[src/hw/rtl/pcsd_pkg.sv]
// ----------------------------------------------------------------------------
// pcsd_pkg: shared types and constants
// Command codes, parser phases, display memory geometry and the structs
// that pass between the decoder modules.
// ----------------------------------------------------------------------------
package pcsd_pkg;

	localparam int LED_BANK_COUNT     = 6;
	localparam int CONTROLLER_COLUMNS = 64;
	localparam int TILE_BYTES         = 8;

	localparam int WORDS_PER_PAGE = CONTROLLER_COLUMNS / 8;
	localparam int MEM_WORDS      = 2 * 8 * WORDS_PER_PAGE;
	localparam int MEM_AW         = $clog2(MEM_WORDS);
	localparam int WORD_W         = 8 * TILE_BYTES;
	localparam int BANK_W         = (LED_BANK_COUNT > 1) ? $clog2(LED_BANK_COUNT) : 1;
	localparam int TILE_CNT_W     = $clog2(TILE_BYTES);

	localparam logic [7:0] FIRST_LED_CMD = 8'h20;
	localparam logic [7:0] TILE_CMD_LO   = 8'h10;
	localparam logic [7:0] TILE_CMD_HI   = 8'h1F;
	localparam logic [7:0] BANK_OFF_VAL  = 8'hFF;
	localparam logic [7:0] COL_LIMIT     = 8'(CONTROLLER_COLUMNS);
	localparam logic [8:0] LED_CMD_END   = 9'(FIRST_LED_CMD) + 9'(LED_BANK_COUNT);

	typedef enum logic [1:0] {
		CMD_STREAM   = 2'd0,
		CMD_RD_BYTE  = 2'd1,
		CMD_RD_PIXEL = 2'd2,
		CMD_RD_LED   = 2'd3
	} cmd_t;

	typedef enum logic [1:0] {
		PH_IDLE    = 2'd0,
		PH_COLUMN  = 2'd1,
		PH_PAYLOAD = 2'd2,
		PH_LED_ARG = 2'd3
	} phase_t;

	typedef struct packed {
		logic        we;
		logic [MEM_AW-1:0] addr;
		logic [WORD_W-1:0] data;
	} dmem_wr_t;

	typedef struct packed {
		logic        tile_done;
		logic        led_done;
		logic [31:0] bytes;
		logic [31:0] tiles;
		logic [31:0] leds;
	} parse_stat_t;

	typedef struct packed {
		logic [7:0] data;
		logic       written;
	} led_query_t;

	function automatic logic is_led_cmd(input logic [7:0] b);
		return (b >= FIRST_LED_CMD) && ({1'b0, b} < LED_CMD_END);
	endfunction

	function automatic logic is_tile_start(input logic [7:0] b);
		return (b >= TILE_CMD_LO) && (b <= TILE_CMD_HI);
	endfunction

	// half/page nibble and column group to word address
	function automatic logic [MEM_AW-1:0] word_addr(input logic [3:0] half_page,
			input logic [2:0] grp);
		return MEM_AW'(MEM_AW'(half_page) * MEM_AW'(WORDS_PER_PAGE)) + MEM_AW'(grp);
	endfunction

endpackage

[src/hw/rtl/pcsd_parser.sv]
// ----------------------------------------------------------------------------
// pcsd_parser: stream byte decoder
// Phase FSM, tile assembly, LED banks and the three wrapping counters.
// ----------------------------------------------------------------------------
module pcsd_parser (
	input  logic                   clk,
	input  logic                   arst_n,
	input  logic                   step,
	input  logic [7:0]             data_byte,
	input  logic [7:0]             led_command,
	output pcsd_pkg::parse_stat_t  stat,
	output pcsd_pkg::led_query_t   led_q,
	output pcsd_pkg::dmem_wr_t     wr
);

	pcsd_pkg::phase_t                   phase_q, phase_d;
	logic [3:0]                         target_q;
	logic [2:0]                         base_grp_q;
	logic [pcsd_pkg::TILE_CNT_W-1:0]    cnt_q;
	logic [pcsd_pkg::WORD_W-1:0]        payload_q;
	logic [pcsd_pkg::BANK_W-1:0]        bank_q;
	logic [7:0]                         led_bank_q [pcsd_pkg::LED_BANK_COUNT];
	logic [pcsd_pkg::LED_BANK_COUNT-1:0] mark_q;
	logic [31:0]                        bytes_q, tiles_q, leds_q;

	logic tile_start, led_cmd, col_ok, last_byte;
	logic load_target, load_bank, load_base, load_payload, tile_done, led_done;
	logic [pcsd_pkg::WORD_W-1:0] word_d;
	logic [7:0] bank_off, query_off;

	assign tile_start = pcsd_pkg::is_tile_start(data_byte);
	assign led_cmd    = pcsd_pkg::is_led_cmd(data_byte);
	assign col_ok     = (data_byte[2:0] == 3'b000) && (data_byte < pcsd_pkg::COL_LIMIT);
	assign last_byte  = (cnt_q == pcsd_pkg::TILE_CNT_W'(pcsd_pkg::TILE_BYTES - 1));
	assign bank_off   = data_byte - pcsd_pkg::FIRST_LED_CMD;
	assign query_off  = led_command - pcsd_pkg::FIRST_LED_CMD;

	// next phase
	always_comb begin
		phase_d = phase_q;
		if (step) begin
			case (phase_q)
				pcsd_pkg::PH_IDLE: begin
					if (tile_start) phase_d = pcsd_pkg::PH_COLUMN;
					else if (led_cmd) phase_d = pcsd_pkg::PH_LED_ARG;
				end
				pcsd_pkg::PH_COLUMN: begin
					// bad column byte is decoded again as an idle byte
					if (col_ok) phase_d = pcsd_pkg::PH_PAYLOAD;
					else if (tile_start) phase_d = pcsd_pkg::PH_COLUMN;
					else if (led_cmd) phase_d = pcsd_pkg::PH_LED_ARG;
					else phase_d = pcsd_pkg::PH_IDLE;
				end
				pcsd_pkg::PH_PAYLOAD: begin
					if (last_byte) phase_d = pcsd_pkg::PH_IDLE;
				end
				pcsd_pkg::PH_LED_ARG: begin
					phase_d = pcsd_pkg::PH_IDLE;
				end
				default: phase_d = pcsd_pkg::PH_IDLE;
			endcase
		end
	end

	// actions
	always_comb begin
		load_target  = 1'b0;
		load_bank    = 1'b0;
		load_base    = 1'b0;
		load_payload = 1'b0;
		tile_done    = 1'b0;
		led_done     = 1'b0;
		if (step) begin
			case (phase_q)
				pcsd_pkg::PH_IDLE: begin
					load_target = tile_start;
					load_bank   = !tile_start && led_cmd;
				end
				pcsd_pkg::PH_COLUMN: begin
					load_base   = col_ok;
					load_target = !col_ok && tile_start;
					load_bank   = !col_ok && !tile_start && led_cmd;
				end
				pcsd_pkg::PH_PAYLOAD: begin
					load_payload = 1'b1;
					tile_done    = last_byte;
				end
				pcsd_pkg::PH_LED_ARG: begin
					led_done = 1'b1;
				end
				default: ;
			endcase
		end
	end

	always_comb begin
		word_d = payload_q;
		word_d[{cnt_q, 3'b000} +: 8] = data_byte;
	end

	assign wr.we   = tile_done;
	assign wr.addr = pcsd_pkg::word_addr(target_q, base_grp_q);
	assign wr.data = word_d;

	assign stat.tile_done = tile_done;
	assign stat.led_done  = led_done;
	assign stat.bytes     = bytes_q + 32'(step);
	assign stat.tiles     = tiles_q + 32'(tile_done);
	assign stat.leds      = leds_q + 32'(led_done);

	always_comb begin
		if (pcsd_pkg::is_led_cmd(led_command)) begin
			led_q.data    = led_bank_q[pcsd_pkg::BANK_W'(query_off)];
			led_q.written = mark_q[pcsd_pkg::BANK_W'(query_off)];
		end else begin
			led_q.data    = pcsd_pkg::BANK_OFF_VAL;
			led_q.written = 1'b0;
		end
	end

	// payload bytes need no reset
	always_ff @(posedge clk) begin
		if (load_payload) begin
			payload_q <= word_d;
		end
	end

	always_ff @(posedge clk or negedge arst_n) begin
		if (!arst_n) begin
			phase_q    <= pcsd_pkg::PH_IDLE;
			target_q   <= '0;
			base_grp_q <= '0;
			cnt_q      <= '0;
			bank_q     <= '0;
			mark_q     <= '0;
			bytes_q    <= '0;
			tiles_q    <= '0;
			leds_q     <= '0;
			for (int i = 0; i < pcsd_pkg::LED_BANK_COUNT; i++) begin
				led_bank_q[i] <= pcsd_pkg::BANK_OFF_VAL;
			end
		end else begin
			phase_q <= phase_d;
			if (load_target) target_q <= data_byte[3:0];
			if (load_bank) bank_q <= pcsd_pkg::BANK_W'(bank_off);
			if (load_base) begin
				base_grp_q <= data_byte[5:3];
				cnt_q      <= '0;
			end
			if (load_payload) cnt_q <= last_byte ? '0 : cnt_q + 1'b1;
			if (led_done) begin
				led_bank_q[bank_q] <= data_byte;
				mark_q[bank_q]     <= 1'b1;
			end
			bytes_q <= stat.bytes;
			tiles_q <= stat.tiles;
			leds_q  <= stat.leds;
		end
	end

endmodule

[config.mk]
export PLATFORM = sky130hd
export DESIGN_NAME = pcsd_parser
export DESIGN_NICKNAME = d
export VERILOG_FILES = /design/src/hw/rtl/pcsd_pkg.sv /design/src/hw/rtl/pcsd_parser.sv
export SDC_FILE = /design/constraint.sdc
export NUM_CORES = 1
export LEC_CHECK = 0
export BUFFER_PORTS_ARGS = -buffer_cell sky130_fd_sc_hd__buf_2
export CORE_MARGIN = 2
export CORE_UTILIZATION = 49
export CTS_CLUSTER_SIZE = 24
export DETAILED_ROUTE_END_ITERATION = 10
export PLACE_DENSITY = 0.8
export SYNTH_ARGS = -nofsm -noshare
export SYNTH_HDL_FRONTEND = slang
export SYNTH_SLANG_ARGS = --single-unit
[constraint.sdc]
create_clock -name clk -period 2.23 [get_ports clk]
set_clock_uncertainty 0.05 [all_clocks]
set_input_delay 0 -clock clk [delete_from_list [all_inputs] [get_ports clk]]
set_output_delay 0 -clock clk [all_outputs]
set_load 0.01 [all_outputs]
==> impl_metrics.toml, run 1 <==
[outcome]
status = "complete, but fails checks"
violations = "negative hold slack, negative setup slack"

[global_routing]
grt_antenna_before_repair = 0
grt_max_degree = 63
grt_pass1_vias = 8594
grt_overflow_total = 0
grt_pass1_wl_um = 47790
grt_use_total_pct = 27.12

[critical_path]
cp.arrival_ps = 2820
cp.depth = 11
path_max_fanout = 8
critPathMaxStageDelay_ps = 390
r2r_end = "leds_q[14]"
worstSetupPathType = "register to primary output"
path_cells = "nand2b_4 -> or2_4 -> nor2_4 -> ha_4 -> ha_4 -> nand2_4 -> nor4_4 -> buf_6 -> nand3_4 -> xnor2_2 -> buf_2"
crit_required_ps = 2180
cp_slowest_cell = "dfrtp_1"
start_kind = "register"
end_kind = "primary output"
cp_num_buf_inv = 2
worstRegToRegCells = 14
ff2ff_setup_slack_ps = -270
cp_top_family = "simple AND/OR/NAND/NOR gates"
crit_top_cell = "ha_4"
regToRegStartpoint = "phase_q[0]"

[place]
place_area_mm2 = 0.01230
pre_cts_ws_ps = -69.85
portBuffers = 197
dpl.hpwl_um = 17660
routabilityCongestion = 0.8347
dp.cells = 1289

[final_layout]
stdcell_area_mm2 = 0.01570
n_antenna_cell = 0
final_common_cell = "buf_2"
area_growth_pct = 48.71
final_core_util_pct = 74.47
final_layout_size_suffix_gt1_share_pct = 60.81
fin_cells = 1441
mostFrequentLayoutCells = "142 x buf_2, 115 x dfrtp_1, 98 x buf_4"
nets = 1178
multiInputGateArea_mm2 = 0.005667
fillers = 1198
regArea_mm2 = 0.006113

[logic_synthesis]
syn_nets = 834
synth-seq-cells = 229
syn_area_per_cell_um2 = 13.17
async_reset_ff_share_pct = 72.05
synth_area_leaders = "dfrtp_1 28%, edfxtp_1 18%, dfstp_2 12%"
syn-cell-area_mm2 = 0.01056
yosysSeqAreaShare_pct = 57.87
yosysTopAreaCellShare_pct = 27.73
synth_edf_count = 64
post-synth-top-area-cell = "dfrtp_1"
synthCells = 802
yosys_warnings = 0
synth.distinct_cells = 53
ys.flop_type = "dfrtp_1"

[drt]
wl_met2_um = 17070
viasPerCell = 5.891
top_layer_used = "met4"
routed-wl-met3_um = 2283
wl_met1_um = 12560
drt_first_pass_iters = 6
drt_wl_total_um = 33930
dr.first_iter.drc_count = 454
wl_per_cell_um = 23.54
drc = 0
ant_nets = 0
via_count = 8489

[floorplanning]
initial_core_util_pct = 50.08
core_area_mm2 = 0.02109
die_area_mm2 = 0.02274
io_pins = 198
die_w_um = 150.8
floorplan.rows = 53
die_y_um = 150.8

[timing]
final-max-slew-violation-count = 0
worst_slew_pin_slew_ps = 629.0
timing.final.crit_share_pct = 128.9
slew-limit-headroom_pct = 57.53
whs_ps = -28.11
rsz0062_at_grt = "yes"
period_needed_ps = 2874
finalWorstSetupSlack_ps = -643.9
max_freq_mhz = 348.0
hold_viol = 13
finalSetupViolations = 188

[clock_tree]
clk_latency_ps = 540
cts_htree_levels = 1
cts_tree = "done"
clock-root-buffer = "clkbuf_16"
cts_sinks = 229
cts.clk_slew.worst_paths_ps = 60
cts.path.max_buffers = 3
cts_buffers = 26

[pwr]
pwr_density_cell_mw_per_mm2 = 859.4
ir_worst_vdd_mv = 0.7538
leakagePower_nw = 7.303
power_w = 0.01350

[job]
drv_cap = 0

[min_path]
hold_path_class = "input port to asynchronous set/reset pin"
==> through the flow <==
step | hold WS [ps] | setup TNS, ps
finish | -28.11 | -52880
global route | 37.31 | -66590
CTS | 6.396 | -32280
detailed placement | -26.57 | -290.4
global placement | -23.76 | 0
floorplan | -345.6 | 0
==> flip-flops by register name, indices dropped and copies added, names as in the netlist <==
signal and count:
cnt_q 3, mark_q 6, leds_q 32, tiles_q 32
phase_q 2, led_bank_q 48, payload_q 64, base_grp_q 3
bytes_q 32, bank_q 3, target_q 4
==> cell usage after synthesis (6+ instances only) <==
| master | n |
|---|---|
| and2_1 | 22 |
| o311ai_0 | 8 |
| mux2_2 | 98 |
| mux2_4 | 8 |
| dfrtp_1 | 117 |
| clkbuf_1 | 16 |
| xnor2_1 | 73 |
| edfxtp_1 | 64 |
| nand4_1 | 41 |
| xor2_1 | 17 |
| o21ai_0 | 11 |
| and3_1 | 15 |
| mux4_2 | 9 |
| mux2i_1 | 17 |
| nand2_1 | 55 |
| nor4_1 | 8 |
| nor2_1 | 27 |
| or2_2 | 6 |
| nor3_1 | 13 |
| ha_1 | 13 |
| nand3_1 | 37 |
| inv_1 | 23 |
| dfstp_2 | 48 |
==> logic make-up (layout without fill, tap and decap cells) <==
| logic type | after synthesis | in the layout | share of synthesized area (%) |
|---|---|---|---|
| AOI/OAI and AO/OA | 29 | 29 | 2.050 |
| and+or+nand+nor | 259 | 259 | 13.95 |
| adders and majority gates | 13 | 13 | 1.540 |
| xor gates and xnor gates | 90 | 90 | 7.464 |
| DFF | 229 | 229 | 57.87 |
| buffers and inverters | 50 | 414 | 2.014 |
| muxes | 132 | 132 | 15.12 |
==> power by group <==
| group | internal [W] | switching (W) |
|---|---|---|
| Sequential | 0.00460 | 0.000182 |
| Combinational | 0.00217 | 0.00223 |
| Clock | 0.00254 | 0.00177 |
==> routing by layer <==
layer / global-route usage, % / vias up
met5: 0 / -
met1: 33.52 / 4326
li1: - / 3600
met2: 46.27 / 416
met3: 4.669 / 147
met4: 13.27 / 0
==> final cells by class <==
cell class                      instances  share of cell area, %
Multi-Input combinational cell        523                  36.08
Inverter                               24                 0.6055
Clock inverter                          7                 0.4143
Tap cell                              275                  2.191
Sequential cell                       229                  38.93
Timing Repair Buffer                  342                  16.75
Clock buffer                           41                  5.027
==> timing repair <==
action | CTS | global route
buffers inserted | 59 | 42
hold endpoints to repair | 185 | 0
pin swaps | 60 | 58
endpoints found under the setup margin | 160 | 202
resized for setup | 246 | 109
hold buffers | 14 | 0
cloned | 2 | 0
==> worst max-delay path by stage <==
stage                     slack, ps       endpoint       start
after global placement            7       stat[47]  phase_q[0]
after floorplan                   4  payload_q[48]    cnt_q[0]
after detailed placement        -70       stat[42]    cnt_q[0]
after CTS                      -530       stat[62]  phase_q[0]
after global routing           -780       stat[20]  phase_q[0]
final                          -640       stat[54]  phase_q[0]
Power figures use the tool's default switching activity.
==> run 2: changes to the inputs <==
--- a/config.mk
+++ b/config.mk
@@ -6,6 +6,7 @@
 export NUM_CORES = 1
 export LEC_CHECK = 0
 export BUFFER_PORTS_ARGS = -buffer_cell sky130_fd_sc_hd__buf_2
+export CORE_ASPECT_RATIO = 1.4
 export CORE_MARGIN = 2
 export CORE_UTILIZATION = 49
 export CTS_CLUSTER_SIZE = 24
==> run 2 against run 1 <==
The run still ends with negative hold slack, negative setup slack left; core utilization shrank 0.68 points; highest routed layer unchanged; global-route usage shrank 1.9 points; largest power group unchanged; non-clock buffer count grew 21; wire length shrank 5.2%.
==> impl_metrics.toml, run 2 (synthesis results as in run 1) <==
[outcome]
status = "complete, but fails checks"
violations = "negative hold slack, negative setup slack"

[critical_path]
critPathMaxStageDelay_ps = 370
cp.arrival_ps = 2770
path_max_fanout = 4
ff2ff_setup_slack_ps = -200
worstSetupPathType = "register to primary output"
worstRegToRegCells = 12
path_cells = "buf_4 -> buf_4 -> nand2_4 -> nor2_4 -> ha_4 -> ha_4 -> nand4_1 -> buf_4 -> nor4_4 -> nand4_1 -> xnor2_1 -> buf_2"
crit_top_cell = "buf_4"
cp_slowest_cell = "dfrtp_1"
start_kind = "register"
regToRegStartpoint = "cnt_q[1]"
end_kind = "primary output"
r2r_end = "payload_q[12]"
crit_required_ps = 2180

[drt]
via_count = 8325
ant_nets = 0
dr.first_iter.drc_count = 596
drc = 0
viasPerCell = 5.785
drt_wl_total_um = 32150
wl_per_cell_um = 22.34
drt_first_pass_iters = 5

[final_layout]
nets = 1196
n_antenna_cell = 0
fillers = 1240
mostFrequentLayoutCells = "150 x buf_2, 121 x buf_4, 113 x dfrtp_1"
final_core_util_pct = 73.79
multiInputGateArea_mm2 = 0.005524
largest_reg_flops = 64
area_growth_pct = 48.16
reg.largest.list = "payload_q: 64 flops, led_bank_q: 48 flops"
fin_cells = 1439
top_register = "payload_q"
regArea_mm2 = 0.006116
final_common_cell = "buf_2"
final_layout_size_suffix_gt1_share_pct = 62.34

[place]
dp.cells = 1277
dpl.hpwl_um = 17980
portBuffers = 197
routabilityCongestion = 0.8587

[clock_tree]
cts.clk_slew.worst_paths_ps = 70
clk_latency_ps = 510
cts_buffers = 23
cts_sinks = 229
clock-root-buffer = "clkbuf_16"
cts.path.max_buffers = 3
cts_htree_levels = 1
cts_tree = "done"

[timing]
rsz0062_at_grt = "yes"
whs_ps = -1.873
max_freq_mhz = 354.9
worst_slew_pin_slew_ps = 638.7
slew-limit-headroom_pct = 56.88
hold_viol = 1
period_needed_ps = 2818
timing.final.crit_share_pct = 126.4
final-max-slew-violation-count = 0
finalSetupViolations = 139
finalWorstSetupSlack_ps = -587.9

[global_routing]
grt_max_degree = 62
grt_antenna_before_repair = 0
grt_overflow_total = 0
grt_use_total_pct = 25.24
grt_pass1_wl_um = 45320
grt_pass1_vias = 8527

[floorplanning]
initial_core_util_pct = 49.80
io_pins = 198
die_y_um = 177.7
floorplan.rows = 63
core_area_mm2 = 0.02120
die_area_mm2 = 0.02276
die_w_um = 128.1

[pwr]
ir_worst_vdd_mv = 0.6200
leakagePower_nw = 7.340
pwr_density_cell_mw_per_mm2 = 866.1

[job]
drv_cap = 0

[min_path]
hold_path_class = "input port to asynchronous set/reset pin"
-- run 2: cell type report --
class,count,share of cell area [%]
Tap cell,260,2.079
Clock buffer,27,3.902
Sequential cell,229,39.09
Inverter,24,0.6237
Clock inverter,13,1.367
Timing Repair Buffer,363,17.63
Multi-Input combinational cell,523,35.31
-- run 2: how the worst max path moves through the flow --
stage,startpoint,endpoint,slack [ps],depth (start not counted)
after global placement,cnt_q[0],payload_q[10],20,6
after global routing,phase_q[0],stat[18],-720,12
final,phase_q[0],stat[18],-590,12
after detailed placement,cnt_q[0],wr[9],-80,7
after CTS,cnt_q[1],stat[62],-460,12
after floorplan,cnt_q[0],payload_q[48],4,8
-- run 2: where the power goes --
group	internal [W]	switching, W	total, W
clock	0.00264	0.00163	0.00427
sequential	0.00459	0.000160	0.00475
combinational	0.00233	0.00219	0.00453
total	0.00957	0.00398	0.0136
-- run 2: layer usage --
layer | wire [um] | share of wire (%) | up-vias | GRT usage [%]
met5 | 0 | 0 | - | 0
met4 | 1762 | 5.5 | 0 | 10.99
li1 | - | - | 3634 | -
met2 | 16890 | 53 | 354 | 44.76
met1 | 11860 | 37 | 4218 | 30.12
met3 | 1640 | 5.1 | 119 | 4.311
-- run 2: stage by stage --
stage / setup slack, ps / setup TNS, ps / hold WS (ps) / area, um2 / total power, W
after floorplan: 3.689 / 0 / -345.6 / 10700 / 0.006290
after global placement: 17.69 / 0 / -27.17 / 12330 / 0.007413
after detailed placement: -76.57 / -1807 / -19.75 / 12330 / 0.007473
after CTS: -458.2 / -31830 / 2.012 / 14700 / 0.01300
after global routing: -715.3 / -54970 / 15.26 / 15650 / 0.01401
final: -587.9 / -42410 / -1.873 / 15650 / 0.01355
-- run 2: worst max-delay path: cells and delay by family (launching register included) --
kind | cells | cell delay (ps)
simple gates | 5 | 760
xor+xnor | 1 | 250
fa+ha+maj | 2 | 290
buf+inv | 4 | 600
flops | 1 | 370
-- run 2: what timing repair did --
action	CTS	global route
endpoints found under the setup margin	148	170
gates resized for setup	221	105
hold buffers	11	1
setup buffers	60	53
pin swaps	60	48
endpoints found under the hold margin	188	1
gates cloned	1	1
